[src/hdl/lbb_pkg.sv]
// Package for the lamp button brightness controller.
// Types, register indexes, level table and reset constants; no dependencies.
`timescale 1ns / 1ps
package lbb_pkg;

    localparam int NUM_STAGES_DEF = 7;
    localparam int STAGE_W        = 3;
    localparam int CNT_W          = 16;
    localparam int DUTY_W         = 12;
    localparam int CFG_IDX_W      = 3;
    localparam int CFG_DATA_W     = 16;

    localparam logic [CNT_W-1:0] CNT_MAX = {CNT_W{1'b1}};

    typedef enum logic [CFG_IDX_W-1:0] {
        CFG_SHORT_MIN = 3'd0,
        CFG_SHORT_MAX = 3'd1,
        CFG_LONG_AT   = 3'd2,
        CFG_OFF_AT    = 3'd3,
        CFG_DIM       = 3'd4,
        CFG_OFF_HOLD  = 3'd5,
        CFG_LOCKOUT   = 3'd6
    } t_cfg_idx;

    typedef enum logic [1:0] {
        EV_NONE  = 2'd0,
        EV_SHORT = 2'd1,
        EV_LONG  = 2'd2,
        EV_OFF   = 2'd3
    } t_event;

    typedef enum logic [2:0] {
        PH_IDLE    = 3'd0,
        PH_MEASURE = 3'd1,
        PH_RELEASE = 3'd2,
        PH_LOCKOUT = 3'd3,
        PH_DIM     = 3'd4,
        PH_OFFHOLD = 3'd5,
        PH_SLEEP   = 3'd6
    } t_phase;

    typedef struct packed {
        logic [CNT_W-1:0] short_min;
        logic [CNT_W-1:0] short_max;
        logic [CNT_W-1:0] long_at;
        logic [CNT_W-1:0] off_at;
        logic [CNT_W-1:0] dim;
        logic [CNT_W-1:0] off_hold;
        logic [CNT_W-1:0] lockout;
    } t_cfg;

    typedef struct packed {
        logic [DUTY_W-1:0] duty_first;
        logic [DUTY_W-1:0] duty_second;
        t_event            press_event;
        logic              sleeping;
    } t_result;

    localparam t_cfg CFG_RESET = '{
        short_min: 16'd2,
        short_max: 16'd1000,
        long_at:   16'd1500,
        off_at:    16'd2500,
        dim:       16'd250,
        off_hold:  16'd2500,
        lockout:   16'd50
    };

    // Stages past the end of the table use the last entry.
    function automatic logic [DUTY_W-1:0] stage_level(input logic [STAGE_W-1:0] stage);
        logic [DUTY_W-1:0] lvl;
        case (stage)
            3'd0:    lvl = 12'd1;
            3'd1:    lvl = 12'd8;
            3'd2:    lvl = 12'd50;
            3'd3:    lvl = 12'd200;
            3'd4:    lvl = 12'd700;
            3'd5:    lvl = 12'd1200;
            default: lvl = 12'd1800;
        endcase
        return lvl;
    endfunction

endpackage

[src/hdl/lbb_if.sv]
// Valid/ready stream interfaces for the tick input and the result output.
// Depends on lbb_pkg for field widths.
`timescale 1ns / 1ps
interface lbb_in_if;
    logic valid;
    logic ready;
    logic button_level;

    modport source (output valid, output button_level, input ready);
    modport sink   (input valid, input button_level, output ready);
endinterface

interface lbb_out_if;
    logic                          valid;
    logic                          ready;
    logic [lbb_pkg::DUTY_W-1:0]    duty_first;
    logic [lbb_pkg::DUTY_W-1:0]    duty_second;
    logic [1:0]                    press_event;
    logic                          sleeping;

    modport source (output valid, output duty_first, output duty_second,
                    output press_event, output sleeping, input ready);
    modport sink   (input valid, input duty_first, input duty_second,
                    input press_event, input sleeping, output ready);
endinterface

[src/hdl/lbb_cfg.sv]
// Configuration register file: seven 16-bit timing registers, write only.
// Depends on lbb_pkg.
`timescale 1ns / 1ps
module lbb_cfg (
    input  logic                             i_clk,
    input  logic                             i_rst_n,
    input  logic                             i_wr_en,
    input  logic [lbb_pkg::CFG_IDX_W-1:0]    i_idx,
    input  logic [lbb_pkg::CFG_DATA_W-1:0]   i_data,
    output lbb_pkg::t_cfg                    o_cfg
);

    lbb_pkg::t_cfg r_cfg;
    lbb_pkg::t_cfg n_cfg;

    always_comb begin
        n_cfg = r_cfg;
        if (i_wr_en) begin
            case (i_idx)
                lbb_pkg::CFG_SHORT_MIN: n_cfg.short_min = i_data;
                lbb_pkg::CFG_SHORT_MAX: n_cfg.short_max = i_data;
                lbb_pkg::CFG_LONG_AT:   n_cfg.long_at   = i_data;
                lbb_pkg::CFG_OFF_AT:    n_cfg.off_at    = i_data;
                lbb_pkg::CFG_DIM:       n_cfg.dim       = i_data;
                lbb_pkg::CFG_OFF_HOLD:  n_cfg.off_hold  = i_data;
                lbb_pkg::CFG_LOCKOUT:   n_cfg.lockout   = i_data;
                default:                n_cfg = r_cfg;
            endcase
        end
    end

    always_ff @(posedge i_clk) begin
        if (!i_rst_n) begin
            r_cfg <= lbb_pkg::CFG_RESET;
        end else begin
            r_cfg <= n_cfg;
        end
    end

    assign o_cfg = r_cfg;

endmodule

[src/hdl/lbb_core.sv]
// Press timing state machine and duty registers; one tick per step.
// Depends on lbb_pkg.
`timescale 1ns / 1ps
module lbb_core #(
    parameter int NUM_STAGES = lbb_pkg::NUM_STAGES_DEF
) (
    input  logic              i_clk,
    input  logic              i_rst_n,
    input  logic              i_step,
    input  logic              i_level,
    input  lbb_pkg::t_cfg     i_cfg,
    output lbb_pkg::t_result  o_result
);

    localparam int SUM_W = lbb_pkg::STAGE_W + 1;
    localparam logic [SUM_W-1:0] STAGES_LIM = SUM_W'(NUM_STAGES);

    lbb_pkg::t_phase                  r_phase, n_phase;
    logic [lbb_pkg::CNT_W-1:0]        r_cnt, n_cnt;
    logic [lbb_pkg::STAGE_W-1:0]      r_stage, n_stage;
    logic                             r_chan, n_chan;
    logic                             r_prev, n_prev;
    logic                             r_pend, n_pend;
    logic [lbb_pkg::DUTY_W-1:0]       r_duty1, n_duty1;
    logic [lbb_pkg::DUTY_W-1:0]       r_duty2, n_duty2;
    lbb_pkg::t_event                  ev;

    logic                             rising;
    logic [lbb_pkg::CNT_W-1:0]        cnt_inc;
    logic [SUM_W-1:0]                 stage_sum;
    logic [lbb_pkg::STAGE_W-1:0]      stage_adv;
    logic [lbb_pkg::DUTY_W-1:0]       lvl_cur;
    logic [lbb_pkg::DUTY_W-1:0]       lvl_adv;
    logic [lbb_pkg::DUTY_W-1:0]       lvl_dim;

    assign rising    = i_level && !r_prev;
    assign cnt_inc   = (r_cnt == lbb_pkg::CNT_MAX) ? r_cnt : r_cnt + 1'b1;
    assign stage_sum = {1'b0, r_stage} + 1'b1;
    assign stage_adv = (stage_sum >= STAGES_LIM) ? '0 : stage_sum[lbb_pkg::STAGE_W-1:0];
    assign lvl_cur   = lbb_pkg::stage_level(r_stage);
    assign lvl_adv   = lbb_pkg::stage_level(stage_adv);
    assign lvl_dim   = lvl_cur >> 2;

    always_comb begin
        n_phase = r_phase;
        n_cnt   = r_cnt;
        n_stage = r_stage;
        n_chan  = r_chan;
        n_prev  = i_level;
        n_pend  = r_pend;
        n_duty1 = r_duty1;
        n_duty2 = r_duty2;
        ev      = lbb_pkg::EV_NONE;

        case (r_phase)
            lbb_pkg::PH_IDLE: begin
                if (rising || r_pend) begin
                    n_pend  = 1'b0;
                    n_cnt   = '0;
                    n_phase = lbb_pkg::PH_MEASURE;
                end
            end
            lbb_pkg::PH_MEASURE: begin
                if (rising) n_pend = 1'b1;
                if (r_cnt == i_cfg.off_at) begin
                    ev      = lbb_pkg::EV_OFF;
                    n_duty1 = r_chan ? '0 : lvl_dim;
                    n_duty2 = r_chan ? lvl_dim : '0;
                    n_cnt   = '0;
                    n_phase = lbb_pkg::PH_DIM;
                end else if (!i_level) begin
                    if (r_cnt > i_cfg.short_min && r_cnt < i_cfg.short_max) begin
                        ev      = lbb_pkg::EV_SHORT;
                        n_stage = stage_adv;
                        n_duty1 = r_chan ? '0 : lvl_adv;
                        n_duty2 = r_chan ? lvl_adv : '0;
                    end
                    n_cnt   = '0;
                    n_phase = (i_cfg.lockout == '0) ? lbb_pkg::PH_IDLE : lbb_pkg::PH_LOCKOUT;
                end else begin
                    if (r_cnt == i_cfg.long_at) begin
                        ev      = lbb_pkg::EV_LONG;
                        n_chan  = !r_chan;
                        n_duty1 = r_chan ? lvl_cur : '0;
                        n_duty2 = r_chan ? '0 : lvl_cur;
                    end
                    n_cnt = cnt_inc;
                    if (cnt_inc == i_cfg.off_at) begin
                        ev      = lbb_pkg::EV_OFF;
                        n_duty1 = n_chan ? '0 : lvl_dim;
                        n_duty2 = n_chan ? lvl_dim : '0;
                        n_cnt   = '0;
                        n_phase = lbb_pkg::PH_DIM;
                    end
                end
            end
            lbb_pkg::PH_RELEASE: begin
                if (rising) n_pend = 1'b1;
                if (!i_level) begin
                    n_cnt   = '0;
                    n_phase = (i_cfg.lockout == '0) ? lbb_pkg::PH_IDLE : lbb_pkg::PH_LOCKOUT;
                end
            end
            lbb_pkg::PH_LOCKOUT: begin
                if (rising) n_pend = 1'b1;
                n_cnt = cnt_inc;
                if (cnt_inc >= i_cfg.lockout) n_phase = lbb_pkg::PH_IDLE;
            end
            lbb_pkg::PH_DIM: begin
                if (rising) n_pend = 1'b1;
                n_cnt = cnt_inc;
                if (cnt_inc >= i_cfg.dim) begin
                    n_duty1 = '0;
                    n_duty2 = '0;
                    n_stage = '0;
                    n_chan  = !r_chan;
                    n_cnt   = '0;
                    n_phase = lbb_pkg::PH_OFFHOLD;
                end
            end
            lbb_pkg::PH_OFFHOLD: begin
                if (rising) n_pend = 1'b1;
                n_cnt = cnt_inc;
                if (cnt_inc >= i_cfg.off_hold) begin
                    n_cnt   = '0;
                    n_phase = lbb_pkg::PH_SLEEP;
                end
            end
            default: begin
                if (rising) begin
                    n_pend  = 1'b1;
                    n_phase = lbb_pkg::PH_RELEASE;
                end else begin
                    n_phase = lbb_pkg::PH_SLEEP;
                end
            end
        endcase
    end

    always_ff @(posedge i_clk) begin
        if (!i_rst_n) begin
            r_phase <= lbb_pkg::PH_IDLE;
            r_cnt   <= '0;
            r_stage <= '0;
            r_chan  <= 1'b0;
            r_prev  <= 1'b0;
            r_pend  <= 1'b0;
            r_duty1 <= '0;
            r_duty2 <= '0;
        end else if (i_step) begin
            r_phase <= n_phase;
            r_cnt   <= n_cnt;
            r_stage <= n_stage;
            r_chan  <= n_chan;
            r_prev  <= n_prev;
            r_pend  <= n_pend;
            r_duty1 <= n_duty1;
            r_duty2 <= n_duty2;
        end
    end

    // result reflects the state after this tick
    assign o_result.duty_first  = n_duty1;
    assign o_result.duty_second = n_duty2;
    assign o_result.press_event = ev;
    assign o_result.sleeping    = (n_phase == lbb_pkg::PH_SLEEP);

endmodule

[src/hdl/lamp_button_brightness_controller.sv]
// Top level of the lamp button brightness controller: input register,
// press state machine, result register. Depends on lbb_pkg, lbb_if, lbb_cfg, lbb_core.
//
//   channel   dir  transfer carries
//   i_in      in   button_level (one millisecond tick)
//   o_out     out  duty_first, duty_second, press_event, sleeping
//   i_cfg_*   in   register index and 16-bit value, write only
//
// One tick per clock sustained while the output is ready; a tick is held in the input
// register, then its state update and its result are registered together.
// The state loop is a single register pass, so ticks follow back to back.
// Synchronous active-low reset restores the register reset values and idle state.
// A stalled output holds its result; the input register still takes one more tick if it is empty.
`timescale 1ns / 1ps
module lamp_button_brightness_controller #(
    parameter int NUM_STAGES = lbb_pkg::NUM_STAGES_DEF
) (
    input  logic                            i_clk,
    input  logic                            i_rst_n,
    input  logic                            i_cfg_wr_en,
    input  logic [lbb_pkg::CFG_IDX_W-1:0]   i_cfg_idx,
    input  logic [lbb_pkg::CFG_DATA_W-1:0]  i_cfg_data,
    lbb_in_if.sink                          i_in,
    lbb_out_if.source                       o_out
);

    lbb_pkg::t_cfg     cfg;
    lbb_pkg::t_result  core_res;

    logic              r_in_vld;
    logic              r_in_level;
    logic              r_out_vld;
    lbb_pkg::t_result  r_out;
    logic              adv;

    assign adv        = r_in_vld && (!r_out_vld || o_out.ready);
    assign i_in.ready = !r_in_vld || adv;

    always_ff @(posedge i_clk) begin
        if (!i_rst_n) begin
            r_in_vld <= 1'b0;
        end else if (i_in.ready) begin
            r_in_vld <= i_in.valid;
        end
    end

    always_ff @(posedge i_clk) begin
        if (i_in.ready && i_in.valid) begin
            r_in_level <= i_in.button_level;
        end
    end

    always_ff @(posedge i_clk) begin
        if (!i_rst_n) begin
            r_out_vld <= 1'b0;
        end else if (adv) begin
            r_out_vld <= 1'b1;
        end else if (o_out.ready) begin
            r_out_vld <= 1'b0;
        end
    end

    always_ff @(posedge i_clk) begin
        if (adv) begin
            r_out <= core_res;
        end
    end

    lbb_cfg u_cfg (
        .i_clk   (i_clk),
        .i_rst_n (i_rst_n),
        .i_wr_en (i_cfg_wr_en),
        .i_idx   (i_cfg_idx),
        .i_data  (i_cfg_data),
        .o_cfg   (cfg)
    );

    lbb_core #(
        .NUM_STAGES (NUM_STAGES)
    ) u_core (
        .i_clk    (i_clk),
        .i_rst_n  (i_rst_n),
        .i_step   (adv),
        .i_level  (r_in_level),
        .i_cfg    (cfg),
        .o_result (core_res)
    );

    assign o_out.valid       = r_out_vld;
    assign o_out.duty_first  = r_out.duty_first;
    assign o_out.duty_second = r_out.duty_second;
    assign o_out.press_event = r_out.press_event;
    assign o_out.sleeping    = r_out.sleeping;

endmodule
[src/flat_wrapper.sv]
// flat-port wrapper written by rule: the top's interface ports become plain ports
module lamp_button_brightness_controller_flat 
#(
    parameter int NUM_STAGES = lbb_pkg::NUM_STAGES_DEF
)
  (i_clk, i_rst_n, i_cfg_wr_en, i_cfg_idx, i_cfg_data, i_in_valid, i_in_button_level, i_in_ready, o_out_valid, o_out_duty_first, o_out_duty_second, o_out_press_event, o_out_sleeping, o_out_ready);
  lbb_in_if i_in_i ();
  lbb_out_if o_out_i ();
  input  logic i_clk;
  input  logic i_rst_n;
  input  logic i_cfg_wr_en;
  input  logic [lbb_pkg::CFG_IDX_W-1:0] i_cfg_idx;
  input  logic [lbb_pkg::CFG_DATA_W-1:0] i_cfg_data;
  input wire logic [$bits(i_in_i.valid)-1:0] i_in_valid;
  input wire logic [$bits(i_in_i.button_level)-1:0] i_in_button_level;
  output wire logic [$bits(i_in_i.ready)-1:0] i_in_ready;
  output wire logic [$bits(o_out_i.valid)-1:0] o_out_valid;
  output wire logic [$bits(o_out_i.duty_first)-1:0] o_out_duty_first;
  output wire logic [$bits(o_out_i.duty_second)-1:0] o_out_duty_second;
  output wire logic [$bits(o_out_i.press_event)-1:0] o_out_press_event;
  output wire logic [$bits(o_out_i.sleeping)-1:0] o_out_sleeping;
  input wire logic [$bits(o_out_i.ready)-1:0] o_out_ready;
  assign i_in_i.valid = i_in_valid;
  assign i_in_i.button_level = i_in_button_level;
  assign i_in_ready = i_in_i.ready;
  assign o_out_valid = o_out_i.valid;
  assign o_out_duty_first = o_out_i.duty_first;
  assign o_out_duty_second = o_out_i.duty_second;
  assign o_out_press_event = o_out_i.press_event;
  assign o_out_sleeping = o_out_i.sleeping;
  assign o_out_i.ready = o_out_ready;
  lamp_button_brightness_controller #(.NUM_STAGES(NUM_STAGES)) u_core (.i_clk(i_clk), .i_rst_n(i_rst_n), .i_cfg_wr_en(i_cfg_wr_en), .i_cfg_idx(i_cfg_idx), .i_cfg_data(i_cfg_data), .i_in(i_in_i), .o_out(o_out_i));
endmodule
[config.mk]
export PLATFORM = sky130hd
export DESIGN_NAME = lamp_button_brightness_controller_flat
export DESIGN_NICKNAME = d
export VERILOG_FILES = /design/src/hdl/lbb_pkg.sv /design/src/hdl/lbb_if.sv /design/src/hdl/lbb_cfg.sv /design/src/hdl/lbb_core.sv /design/src/hdl/lamp_button_brightness_controller.sv /design/src/flat_wrapper.sv
export SDC_FILE = /design/constraint.sdc
export NUM_CORES = 1
export LEC_CHECK = 0
export BUFFER_PORTS_ARGS = -buffer_cell sky130_fd_sc_hd__buf_4
export CAP_MARGIN = 20
export CORE_UTILIZATION = 65
export DETAILED_ROUTE_END_ITERATION = 12
export GPL_TIMING_DRIVEN = 0
export PLACE_DENSITY = 0.82
export REMOVE_ABC_BUFFERS = 1
export SLEW_MARGIN = 40
export SYNTH_ARGS = -nofsm -noshare
export SYNTH_HDL_FRONTEND = slang
export SYNTH_SLANG_ARGS = --single-unit
[constraint.sdc]
create_clock -name i_clk -period 7 [get_ports i_clk]
set_clock_uncertainty 0.1 [all_clocks]
set_input_delay 0.35 -clock i_clk [delete_from_list [all_inputs] [get_ports i_clk]]
set_output_delay 0.35 -clock i_clk [all_outputs]
set_load 0.05 [all_outputs]
==> results of run 1 <==
[layer usage]
| layer | up-vias | global-route usage |
|---|---|---|
| met5 | - | 0 |
| met4 | 0 | 0.2143 |
| met3 | 149 | 0.06259 |
| met2 | 556 | 0.6296 |
| met1 | 5240 | 0.4476 |
| li1 | 5297 | - |
[final cells by class]
class	count	area, µm²
tap	225	281.5
clock buffer	17	425.4
fill	1391	4579
sequential	191	4105
inverter	95	362.8
timing repair buffer	70	555.5
multi-input combinational	1118	7028
clock inverter	15	198.9
[cells by family (layout without fill, tap and decap cells)]
family          Yosys count  in the layout  share of synthesized area
compound gates          394            394                     0.2196
xor+xnor                 54             54                    0.03995
fa+ha+maj                86             86                    0.09089
buf+inv                 187            197                    0.06542
flops                   191            191                     0.3467
mux                      15             15                    0.01342
simple gates            569            569                     0.2241
[sequential cells by signal (all words and copies together) (netlist names)]
signal	cells
u_core.u_core.r_phase	3
u_core.o_out.duty_first	12
u_core.o_out.valid	1
u_core.o_out.press_event	2
u_core.u_core.r_pend	1
u_core.o_out.sleeping	1
u_core.r_in_level	1
u_core.u_core.r_cnt	16
u_core.u_core.r_duty2	12
u_core.u_core.r_prev	1
u_core.u_core.r_stage	3
u_core.o_out.duty_second	12
u_core.r_in_vld	1
u_core.u_core.r_duty1	12
u_core.u_cfg.o_cfg	112
u_core.u_core.r_chan	1
[worst max-delay path, cell delays in order, from the launching register on]
cell and delay (ps):
sky130_fd_sc_hd__dfxtp_1 690, sky130_fd_sc_hd__ha_1 420, sky130_fd_sc_hd__nand4_1 150, sky130_fd_sc_hd__nor4_2 640
sky130_fd_sc_hd__mux2_2 470, sky130_fd_sc_hd__ha_1 310, sky130_fd_sc_hd__a21o_1 170, sky130_fd_sc_hd__a2111oi_0 450
sky130_fd_sc_hd__o21ai_0 250, sky130_fd_sc_hd__a31o_2 320, sky130_fd_sc_hd__a21oi_4 470, sky130_fd_sc_hd__nand2b_1 580
sky130_fd_sc_hd__a211oi_1 150, sky130_fd_sc_hd__xnor2_1 200, sky130_fd_sc_hd__nor2_1 50
[final timing paths]
path	from	to	cells after the start	slack, ps
worst max-delay path	u_core.u_core.r_cnt[1]$_SDFFE_PN0P_	u_core.u_core.r_chan$_SDFFE_PN0P_	14	1460
worst max register to register	u_core.u_core.r_cnt[1]$_SDFFE_PN0P_	u_core.u_core.r_chan$_SDFFE_PN0P_	14	1460
worst min-delay path	i_in_valid	u_core.r_in_vld$_SDFFE_PN0N_	3	30
worst min register to register	u_core.u_cfg.o_cfg[28]$_SDFFE_PN0P_	u_core.u_cfg.o_cfg[28]$_SDFFE_PN0P_	2	360
[through the flow]
stage	worst slack, ps	hold WS [ps]	instances	power (mW)
after global routing	1249	72.09	1731	2.499
after global placement	861.0	342.0	1682	1.407
after floorplan	2423	321.8	1404	1.326
final	1462	29.05	1731	2.435
after detailed placement	1437	347.2	1698	1.421
after CTS	1395	28.80	1731	2.430
[placed cells by master (no fill, tap or decap), types with 19 or more instances in the layout]
cell type,n
sky130_fd_sc_hd__a21oi_1,144
sky130_fd_sc_hd__inv_1,91
sky130_fd_sc_hd__dfxtp_1,162
sky130_fd_sc_hd__nor4_1,19
sky130_fd_sc_hd__buf_4,55
sky130_fd_sc_hd__xor2_1,34
sky130_fd_sc_hd__edfxtp_1,28
sky130_fd_sc_hd__xnor2_1,20
sky130_fd_sc_hd__nor2_1,66
sky130_fd_sc_hd__nand2_1,294
sky130_fd_sc_hd__nor3_1,28
sky130_fd_sc_hd__o21ai_0,48
sky130_fd_sc_hd__o211ai_1,27
sky130_fd_sc_hd__nand3_1,44
sky130_fd_sc_hd__ha_1,86
sky130_fd_sc_hd__a21o_1,31
[what timing repair did]
item | in CTS | in global routing
hold endpoints to repair | 1 | 0
endpoints found under the setup margin | 0 | 0
hold buffers | 1 | 0
gates resized for setup | 0 | 0
[synthesized netlist by cell type (all sizes together), types with 5 or more instances]
| cell type | instances | area share |
|---|---|---|
| nand3 | 45 | 0.020 |
| clkbuf | 64 | 0.020 |
| o21ai | 50 | 0.021 |
| a311oi | 5 | 0.0042 |
| buf | 28 | 0.015 |
| o21a | 6 | 0.0038 |
| or3 | 16 | 0.0085 |
| xnor2 | 20 | 0.015 |
| nand4 | 14 | 0.0099 |
| a221oi | 8 | 0.0059 |
| nor2 | 72 | 0.023 |
| a221o | 6 | 0.0051 |
| o221ai | 5 | 0.0037 |
| and2 | 9 | 0.0048 |
| o31ai | 6 | 0.0042 |
| a31oi | 12 | 0.0063 |
| inv | 93 | 0.029 |
| a22oi | 10 | 0.0063 |
| a22o | 12 | 0.0089 |
| nor2b | 13 | 0.0069 |
| a21oi | 147 | 0.062 |
| and3 | 10 | 0.0053 |
| xor2 | 34 | 0.025 |
| mux2i | 8 | 0.0068 |
| o211ai | 27 | 0.017 |
| mux2 | 7 | 0.0067 |
| edfxtp | 28 | 0.071 |
| ha | 86 | 0.091 |
| and4 | 5 | 0.0037 |
| a32o | 5 | 0.0042 |
| dfxtp | 163 | 0.28 |
| a21o | 31 | 0.020 |
| nor3 | 31 | 0.013 |
| nand2 | 294 | 0.093 |
| a211oi | 16 | 0.011 |
| or2 | 5 | 0.0026 |
| nor4 | 21 | 0.012 |
| o22ai | 8 | 0.0048 |
| or4 | 6 | 0.0044 |
| nand2b | 19 | 0.010 |
[power breakdown]
| group | switching, mW | total (mW) | internal [mW] |
|---|---|---|---|
| clock | 0.484 | 1.03 | 0.547 |
| combinational | 0.164 | 0.241 | 0.0770 |
| sequential | 0.0207 | 1.16 | 1.14 |
| total | 0.669 | 2.44 | 1.77 |
==> results.toml, run 1 <==
[run]
timing.max_cap.violations = 0

[status]
run_status = "complete, no violations"

[layout]
finish.utilization = 0.7389
area_growth_pct = 9.448
drive_gt1_frac = 0.09761
num-nets-final = 1604
diodes = 0
layout.cell_area.non_filler_um2 = 12960

[floorplan]
start_util = 0.6751
overall_die_area_um2 = 18760
die_h_um = 137.0
boundary_pins = 54
core_box_area_um2 = 17540
placementRows = 48
die_width_um = 137.0

[synth]
postSynth.topFlopCell = "sky130_fd_sc_hd__dfxtp_1"
synth_cell_type_count = 82
synth_seq_cells = 191
ys_seq_area_frac = 0.3466
count_of_yosys_warnings_during_synthesis = 0
postSynthCellCount = 1496
synth.cell_area_um2 = 11840
syn_area_per_cell_um2 = 7.914
synth_enable_flop_cells = 28
synthArstFlopShare = 0

[timing]
fin_tns_setup_ps = 0
worstMarginPinSlew_ps = 854.0
setup_repair_after_global_routing_missed_its_margin = "no"
period_share = 0.7912
setup_violations = 0
drv_slew = 0
finalHoldViolCount = 0
max_freq_ghz = 0.1806
max-slew-margin-rel = 0.4307
layout_min_cycle_time_ps = 5538

[routing]
met2RoutedLength_um = 16040
avgViaCountPerCell = 6.495
routed-via-count = 11242
detailed_router_s_first_iteration_violation_count = 1225
highest_layer = "met4"
remaining_drc_errors = 0
routed_wirelength_um = 33940
ant_nets = 0
wire_length_on_met1_um = 13520
routed_wire_length_per_instance_um = 19.61
met3WireLength_um = 2404
firstDrtPassIters = 5

[critical_path]
path_class = "flop to flop"
cp-start-kind = "flop"
timing.critical_path.arrival_ps = 5770
critical_path_required_ps = 7230
critPathCaptureType = "flop"
worstPathMaxFanout = 16

[pwr]
max-vdd-ir-drop_mv = 0.1795
cellPowerDensity_nw_per_um2 = 188.0
power.leakage_nw = 5.291

[clocking]
clock-root-buffer = "sky130_fd_sc_hd__clkbuf_16"
clkSinkCount = 191
clkLatencyLatePin_ps = 450
cts.path.max_buffers = 2
cts_tree = "yes"
clk_pin_slew_ps = 80
post-cts-setup-buffer-count = 0
htree_num_levels = 4
tritoncts.num_buffers = 17

[placed_design]
place.gp.congestion = 0.9589
post-dp-hpwl_um = 23860
placement.cell_area_um2 = 12300
quantity_of_i_o_buffers_inserted_on_ports = 53

[global_route]
globalRoute.totalOverflow = 0
grt_antenna_before_repair = 0
grt_use_total = 0.3735
grt_pass1_vias = 10463
grt_start_max_net_pins = 71
grt_pass1_wl_um = 53920

[min_path]
worst_hold_path_type = "input pin to flop"
(Power assumes the default switching activity.)
==> inputs of run 2 (changes only) <==
--- a/config.mk
+++ b/config.mk
@@ -7,10 +7,10 @@
 export LEC_CHECK = 0
 export BUFFER_PORTS_ARGS = -buffer_cell sky130_fd_sc_hd__buf_4
 export CAP_MARGIN = 20
-export CORE_UTILIZATION = 65
+export CORE_UTILIZATION = 63
 export DETAILED_ROUTE_END_ITERATION = 12
 export GPL_TIMING_DRIVEN = 0
-export PLACE_DENSITY = 0.82
+export PLACE_DENSITY = 0.79
 export REMOVE_ABC_BUFFERS = 1
 export SLEW_MARGIN = 40
 export SYNTH_ARGS = -nofsm -noshare
==> constraint.sdc (replaced) <==
create_clock -name i_clk -period 5.6 [get_ports i_clk]
set_clock_uncertainty 0.1 [all_clocks]
set_input_delay 0.28 -clock i_clk [delete_from_list [all_inputs] [get_ports i_clk]]
set_output_delay 0.28 -clock i_clk [all_outputs]
set_load 0.05 [all_outputs]
==> run 2 against run 1 <==
Combinational power increased by 24%. Worst hold slack gained 1.0 ps. Sequential share of layout area decreased by 0.10 points. Critical path depth stayed put. Fmax rose by 3.0%. Worst setup slack worse by 1200 ps. The flow now finishes with violations (DRC). Global-route usage shrank 3.0 points. Power increased by 25%. Die area is 3.1% higher. Sequential cell count did not move. First-iteration DRC count decreased by 2.4%. Register-to-register slack got worse by 1200 ps.
==> results.toml, run 2 (synthesis results as in run 1) <==
[timing]
max_freq_ghz = 0.1859
setup_repair_after_global_routing_missed_its_margin = "no"
period_share = 0.9605
worstMarginPinSlew_ps = 843.9
max-slew-margin-rel = 0.4374
layout_min_cycle_time_ps = 5379
finalHoldViolCount = 0
setup_violations = 0
holdWs_ps = 30.08
drv_slew = 0

[clocking]
post-cts-setup-buffer-count = 0
clk_pin_slew_ps = 80
clkLatencyLatePin_ps = 450
htree_num_levels = 4
cts.path.max_buffers = 2
clkSinkCount = 191
clock-root-buffer = "sky130_fd_sc_hd__clkbuf_16"
tritoncts.num_buffers = 17
cts_tree = "yes"

[pwr]
cellPowerDensity_nw_per_um2 = 234.7
power.leakage_nw = 5.315
max-vdd-ir-drop_mv = 0.2043

[layout]
drive_gt1_frac = 0.09761
fillers = 1466
area_growth_pct = 9.808
num-nets-final = 1604
area_of_combinational_cells_with_multiple_inputs_um2 = 7049
diodes = 0
fin_cells = 1735
layout_common_cells = "sky130_fd_sc_hd__nand2_1 (294), sky130_fd_sc_hd__dfxtp_1 (162), sky130_fd_sc_hd__a21oi_1 (144)"
final_common_cell = "sky130_fd_sc_hd__nand2_1"
final-seq-area_um2 = 4105
max_reg_flops = 112

[status]
run_status = "finished with violations"
violations = "DRC"

[global_route]
grt_use_total = 0.3439
grt_start_max_net_pins = 71
grt_antenna_before_repair = 0
grt_pass1_wl_um = 53070
globalRoute.totalOverflow = 0
grt_pass1_vias = 10347

[routing]
routed_wire_length_per_instance_um = 18.95
routed_wirelength_um = 32890
remaining_drc_errors = 5
avgViaCountPerCell = 6.392
ant_nets = 0
firstDrtPassIters = 12
detailed_router_s_first_iteration_violation_count = 1196
routed-via-count = 11090

[placed_design]
quantity_of_i_o_buffers_inserted_on_ports = 53
post-dp-hpwl_um = 23450
instance_count_after_placement_with_tap_cells_included = 1701
place.gp.congestion = 0.9470

[floorplan]
placementRows = 49
die_width_um = 139.1
core_box_area_um2 = 18210
die_h_um = 139.1
overall_die_area_um2 = 19340
boundary_pins = 54
start_util = 0.6502

[critical_path]
cp-start-kind = "flop"
timing.critical_path.arrival_ps = 5610
worstPathMaxFanout = 16
path_class = "flop to flop"
critPathCaptureType = "flop"
critical_path_required_ps = 5830

[run]
timing.max_cap.violations = 0

[min_path]
worst_hold_path_type = "input pin to flop"
run 2: final timing paths:
kind	start	endpoint	slack (ps)	cells after the start
setup reg to reg	u_core.u_core.r_cnt[1]$_SDFFE_PN0P_	u_core.u_core.r_chan$_SDFFE_PN0P_	220	14
hold reg to reg	u_core.u_cfg.o_cfg[31]$_SDFFE_PN0P_	u_core.u_cfg.o_cfg[31]$_SDFFE_PN0P_	360	2
setup / recovery	u_core.u_core.r_cnt[1]$_SDFFE_PN0P_	u_core.u_core.r_chan$_SDFFE_PN0P_	220	14
hold / removal	i_cfg_data[0]	u_core.u_cfg.o_cfg[80]$_SDFFE_PN0P_	30	3
run 2: final cells by class:
cell class                      count  area share
Clock inverter                     14     0.01434
Inverter                           95     0.02791
Timing Repair Buffer               70     0.04302
Tap cell                          229     0.02204
Multi-Input combinational cell   1118      0.5423
Sequential cell                   191      0.3158
Clock buffer                       18     0.03465
run 2: stage by stage:
stage | area [µm²] | setup WS [ps] | TNS (ps) | power (mW) | util
finish | 13000 | 221.1 | 0 | 3.051 | 0.7139
global route | 13000 | 27.78 | 0 | 3.143 | 0.7139
CTS | 12970 | 83.80 | 0 | 3.056 | 0.7124
detailed placement | 12310 | 122.3 | 0 | 1.776 | 0.6763
global placement | 12110 | -470.7 | -4480 | 1.760 | 0.6648
floorplan | 11420 | 1023 | 0 | 1.657 | -
run 2: metal layers:
| layer | global-route usage | part of all wire | vias to the layer above |
|---|---|---|---|
| met5 | 0 | 0 | - |
| met4 | 0.1865 | 0.047 | 0 |
| met3 | 0.04627 | 0.062 | 113 |
| met2 | 0.5877 | 0.48 | 532 |
| met1 | 0.4202 | 0.42 | 5146 |
| li1 | - | - | 5299 |
run 2: worst max-delay path, cell delays in order, from the launching register on:
cell and delay, ps:
sky130_fd_sc_hd__dfxtp_1 710, sky130_fd_sc_hd__ha_1 400, sky130_fd_sc_hd__inv_2 150, sky130_fd_sc_hd__or4_1 600, sky130_fd_sc_hd__o21ai_0 620, sky130_fd_sc_hd__ha_1 360
sky130_fd_sc_hd__a21oi_1 140, sky130_fd_sc_hd__o21ai_0 110, sky130_fd_sc_hd__a221o_1 360, sky130_fd_sc_hd__a31o_2 280, sky130_fd_sc_hd__a21oi_4 480, sky130_fd_sc_hd__nand2b_1 570
sky130_fd_sc_hd__a211oi_1 140, sky130_fd_sc_hd__xnor2_1 180, sky130_fd_sc_hd__nor2_1 60
run 2: report_power, final:
part	internal [mW]	switching [mW]
Sequential	1.43	0.0267
Clock	0.675	0.623
Combinational	0.0966	0.201
run 2: timing repair:
item                                    4_1_cts  5_1_grt
hold buffers                                  2        0
endpoints found under the hold margin         2        0
gates resized for setup                       0        1
endpoints found under the setup margin        0        7
